## config.mk

```make
export PLATFORM = sky130hd
export DESIGN_NAME = ucd_ram
export DESIGN_NICKNAME = d
export VERILOG_FILES = /design/src/rtl/undirected_cycle_detect_unit_macros.svh /design/src/rtl/ucd_ram.sv
export SDC_FILE = /design/constraint.sdc
export NUM_CORES = 2
export LEC_CHECK = 0
export CAP_MARGIN = 20
export CELL_PAD_IN_SITES_DETAIL_PLACEMENT = 1
export CELL_PAD_IN_SITES_GLOBAL_PLACEMENT = 2
export CORE_ASPECT_RATIO = 0.6
export CORE_MARGIN = 2
export CORE_UTILIZATION = 45
export CTS_CLUSTER_DIAMETER = 80
export DETAILED_ROUTE_END_ITERATION = 6
export DONT_BUFFER_PORTS = 1
export PLACE_DENSITY = 0.72
export SLEW_MARGIN = 20
export SYNTH_ARGS = -nofsm -noshare
export SYNTH_HDL_FRONTEND = slang
export SYNTH_SLANG_ARGS = --single-unit
export TNS_END_PERCENT = 1
```

## constraint.sdc

```tcl
create_clock -name clock -period 7.9 [get_ports clock]
set_clock_uncertainty 0.05 [all_clocks]
set_input_delay 1.185 -clock clock [delete_from_list [all_inputs] [get_ports clock]]
set_output_delay 1.185 -clock clock [all_outputs]
set_load 0.005 [all_outputs]
```

## src/rtl/undirected_cycle_detect_unit_macros.svh

```systemverilog
// ----------------------------------------------------------------------------
// undirected cycle detect assertion macros
// shared property shorthands for the cycle detect rtl
// ----------------------------------------------------------------------------
`ifndef UNDIRECTED_CYCLE_DETECT_UNIT_MACROS_SVH
`define UNDIRECTED_CYCLE_DETECT_UNIT_MACROS_SVH

// same-cycle implication, disabled during reset
`define UCD_ASSERT_IMP(name, clk, rst, ante, cons, msg) \
   name: assert property (@(posedge clk) disable iff (rst) (ante) |-> (cons)) \
      else $error(msg);

// next-cycle implication, disabled during reset
`define UCD_ASSERT_NXT(name, clk, rst, ante, cons, msg) \
   name: assert property (@(posedge clk) disable iff (rst) (ante) |=> (cons)) \
      else $error(msg);

`endif

```

## src/rtl/ucd_ram.sv

```systemverilog
// ----------------------------------------------------------------------------
// ucd_ram
// generic single write port ram with one registered read port
// ----------------------------------------------------------------------------
module ucd_ram #(
   parameter int WIDTH = 8,
   parameter int DEPTH = 256
) (
   input  logic                     clock,
   input  logic                     wr_en,
   input  logic [$clog2(DEPTH)-1:0] wr_addr,
   input  logic [WIDTH-1:0]         wr_data,
   input  logic                     rd_en,
   input  logic [$clog2(DEPTH)-1:0] rd_addr,
   output logic [WIDTH-1:0]         rd_data
);

   logic [WIDTH-1:0] mem_ff [DEPTH];
   logic [WIDTH-1:0] rd_data_ff;

   always_ff @(posedge clock) begin
      if (wr_en) begin
         mem_ff[wr_addr] <= wr_data;
      end
      if (rd_en) begin
         rd_data_ff <= mem_ff[rd_addr];
      end
   end

   assign rd_data = rd_data_ff;

endmodule

```

* After elaboration in Yosys (flattened, before gate mapping)
Memory sizes are Yosys's and may differ from the RTL's. A register that Yosys moved wholly into a read port is not among the register bits. Index checks and enable logic that the tools add are counted.
Cells by class: multiplexer cells 2
Operators by type and width (number):
- $mux 1 | 2
Word-level totals: flip-flop bits (word level) 0, memory bits (writable) 2048, input bits 27, output and inout bits 8, logic and storage cells 3, memories kept 1
Memory list:
- mem_ff | depth 256, bits a word 8, rd ports 1, clocked after Yosys merged registers in 1, wr ports 1, RTL line ucd_ram.sv:18 | logic [WIDTH-1:0] mem_ff [DEPTH];

* Depth between registers and ports, before layout
depth in word-level cells 2, depth in mapped cells 11

* Worst setup path after synthesis
OpenSTA, ideal clock, no wires.
path kind input to register, start point in rd_addr[0], end point reg rd_data_ff[2], in the netlist rd_data[2], read port of mem_ff (data pin), setup time 0.269 ns, arrival 2.992 ns, setup slack 4.589 ns, stages on the path 9, buffers on the path 4, path through buf_6 buf_12 buf_8 buf_2 mux4_2 a22oi_1 a21oi_1 nor4_1 nor4_2
RTL lines:
- start, declared | RTL line ucd_ram.sv:14 | input logic [$clog2(DEPTH)-1:0] rd_addr,
- end, declared | RTL line ucd_ram.sv:19 | logic [WIDTH-1:0] rd_data_ff;

==> flow_metrics.py <==
metrics = {
    "layout": {
        "multi_input_area_um2": 16500,
        "mostFrequentLayoutCell": "edfxtp_1",
        "area_growth_pct": 9.91,
        "num-fill-cells": 15400,
        "final_cells": 6231,
        "final_cell_mix": "edfxtp_1, mux4_2, nor2_1",
        "register_area_um2": 61700,
        "drive_gt1_frac": 0.203,
        "nets": 3754,
    },
    "min_path": {
        "hold_class": "input pin to flip-flop",
        "hold_path.startpoint": "rd_en",
    },
    "floorplanning": {
        "die_area_um2": 180000,
        "rows": 119,
        "die_w_um": 547,
        "io_pins": 35,
        "core-area_um2": 176000,
        "initial_core_util": 0.454,
        "die_h_um": 330,
    },
    "global_routing": {
        "grt_pass1_vias": 39400,
        "grt_pass1_wl_mm": 309,
        "grt_remaining_overflow": 0,
        "gr-usage-all-layers": 0.243,
        "grt_max_degree": 579,
        "antenna_found_initial": 8,
    },
    "power": {
        "p_seq_frac": 0.550,
        "p_sw_w": 0.00455,
        "power_density_nw_per_um2": 250,
        "p_int_w": 0.0173,
        "comb_power_share": 0.036,
        "netSwitchingFraction": 0.208,
        "power_leakage_nw": 26.4,
        "max-vdd-ir-drop_v": 0.000205,
        "clockPowerShare": 0.414,
    },
    "clocking": {
        "cts_resized": 0,
        "numCtsBuffers": 192,
        "clk_latency_ps": 860,
        "clk_pin_slew_ps": 70,
        "cts_root_buf": "clkbuf_16",
        "ctsHoldBuffers": 0,
        "post_cts_buffers": 0,
        "htree_levels": 4,
        "tritoncts": "yes",
        "clock_path_buffers": 4,
        "clkSinkCount": 2056,
    },
    "timing": {
        "fmax_mhz": 192,
        "drv_slew": 0,
        "worstMarginPinSlew_ps": 1230,
        "rsz0062_at_grt": "false",
        "finalSetupTns_ps": 0,
        "max_slew_margin": 0.181,
        "timing.final.crit_share": 0.658,
        "hold_viol": 0,
        "period_minus_slack_ps": 5200,
        "setup_viol": 0,
    },
    "worst_setup_path": {
        "crit_start": "rd_addr[0]",
        "worstReg2RegStart": "mem_ff[43][5]",
        "crit_type": "input pin to flip-flop",
        "critPathArrivalTime_ps": 5690,
        "cp_max_fo": 135,
        "crit_required_ps": 8390,
        "endpoint_kind": "flip-flop",
        "critPathLaunchType": "input pin",
    },
    "logic_synthesis": {
        "synth_ff_type": "edfxtp_1",
        "ys_seq_area_frac": 0.775,
        "synth_edf_count": 2056,
        "syn_inst": 3733,
        "synthDistinctLibCells": 54,
        "syn_nets": 3760,
        "yosys_warnings": 0,
        "syn_area_um2": 79600,
        "avgSynthCellArea_um2": 21.3,
        "async_flop_share": 0,
        "ys_seq_elements": 2056,
    },
    "placed_design": {
        "place.gp.congestion": 0.838,
        "dp.final_hpwl_mm": 125,
        "numPortBuffers": 0,
        "placed_cells": 5886,
    },
    "drt": {
        "routed_wl_mm": 218,
        "wl_per_cell_um": 35.0,
        "drt_first_pass_iters": 5,
        "drc": 0,
        "drt_iter0_markers": 5101,
        "avgViaCountPerCell": 6.28,
        "ant_nets": 0,
        "vias": 39100,
    },
    "run": {
        "maxCapViolCount": 0,
    },
    "status": {
        "outcome": "finished clean",
    },
}
## power by group through the flow
stage | clock, W | sequential (W) | combinational (W)
after detailed placement | 0 | 0.0123 | 0.000669
after floorplan | 0 | 0.0123 | 0.000584
after global placement | 0 | 0.0123 | 0.000667
after global routing | 0.00956 | 0.0120 | 0.000813
final | 0.00907 | 0.0120 | 0.000784
after CTS | 0.00919 | 0.0120 | 0.000672
## stage by stage
step	util	power, W	hold WS, ps	setup WS [ps]	area, µm²
2_1_floorplan	-	0.0129	814	4590	79600
3_3_place_gp	0.464	0.0129	1050	3480	81400
3_5_place_dp	0.464	0.0129	1090	3430	81400
4_1_cts	0.498	0.0219	364	4280	87300
5_1_grt	0.499	0.0224	383	2420	87500
6_report	0.499	0.0219	421	2700	87500
## path summary, 6_finish.rpt
| check | slack [ps] | end | depth (start not counted) |
|---|---|---|---|
| setup / recovery | 2700 | rd_data[1] | 9 |
| hold / removal | 420 | rd_data[7] | 0 |
| setup reg to reg | 4760 | rd_data[5] | 6 |
| hold reg to reg | 1080 | rd_data[7] | 5 |
## area by class of cell
class / count / area share
clock inverters: 103 / 0.0108
repair buffers: 33 / 0.00402
multi-input cells: 1442 / 0.189
well taps: 2359 / 0.0337
clock buffers: 233 / 0.0571
flip-flops and latches: 2056 / 0.705
inverters: 2 / 0.0000858
diodes: 3 / 0.0000858
## sequential cells by signal, indices dropped and copies added, names as in the netlist
name and cells:
mem_ff 2048, rd_data 8
## cell usage after synthesis (3+ instances only)
master       n  area, µm²
or2_2        4       25.0
buf_4       27        203
o32ai_1      4       35.0
a221oi_1    13        114
and2_1       6       37.5
buf_2       31        155
nand3_1     34        170
a211oi_1    16        120
buf_8       13        195
nor2b_1     31        194
mux2i_1    134       1340
mux4_2     454      10200
nand2_1     33        124
buf_1       22       82.6
o22a_1       5       43.8
buf_6       21        236
buf_12       8        160
o211ai_1    10       75.1
o22ai_1     28        175
a22o_1       8       70.1
nand4_1     10       62.6
clkbuf_1   111        417
nor2_1     282       1060
edfxtp_1  2056      61700
a21oi_1     96        480
nor4_2       3       37.5
nor4_1      24        150
o221ai_1    46        403
nor3_1      22        110
a22oi_1    133        998
o21ai_0     10       50.1
nand2b_1     8       50.1
## logic make-up after synthesis
group,Yosys count,synth area share
buffers and inverters,235,0.0183
muxes,591,0.146
DFF,2056,0.775
and+or+nand+nor,466,0.0263
AOI/OAI and AO/OA,385,0.0342
## critical path, cell delays in order
cell and delay [ps]:
buf_16 690, buf_16 690, buf_16 530, mux4_2 580, nor2b_1 140, a211oi_1 770
nor3_1 110, nor4_1 540, nor4_1 120
## metal layers
metal | up-vias | routed length (µm) | global-route usage
met5 | - | 22 | 0
met4 | 4 | 5880 | 0.0669
met3 | 313 | 25600 | 0.0866
met2 | 1927 | 88200 | 0.319
met1 | 21200 | 98400 | 0.379
li1 | 15700 | - | -
(Power assumes the default switching activity.)
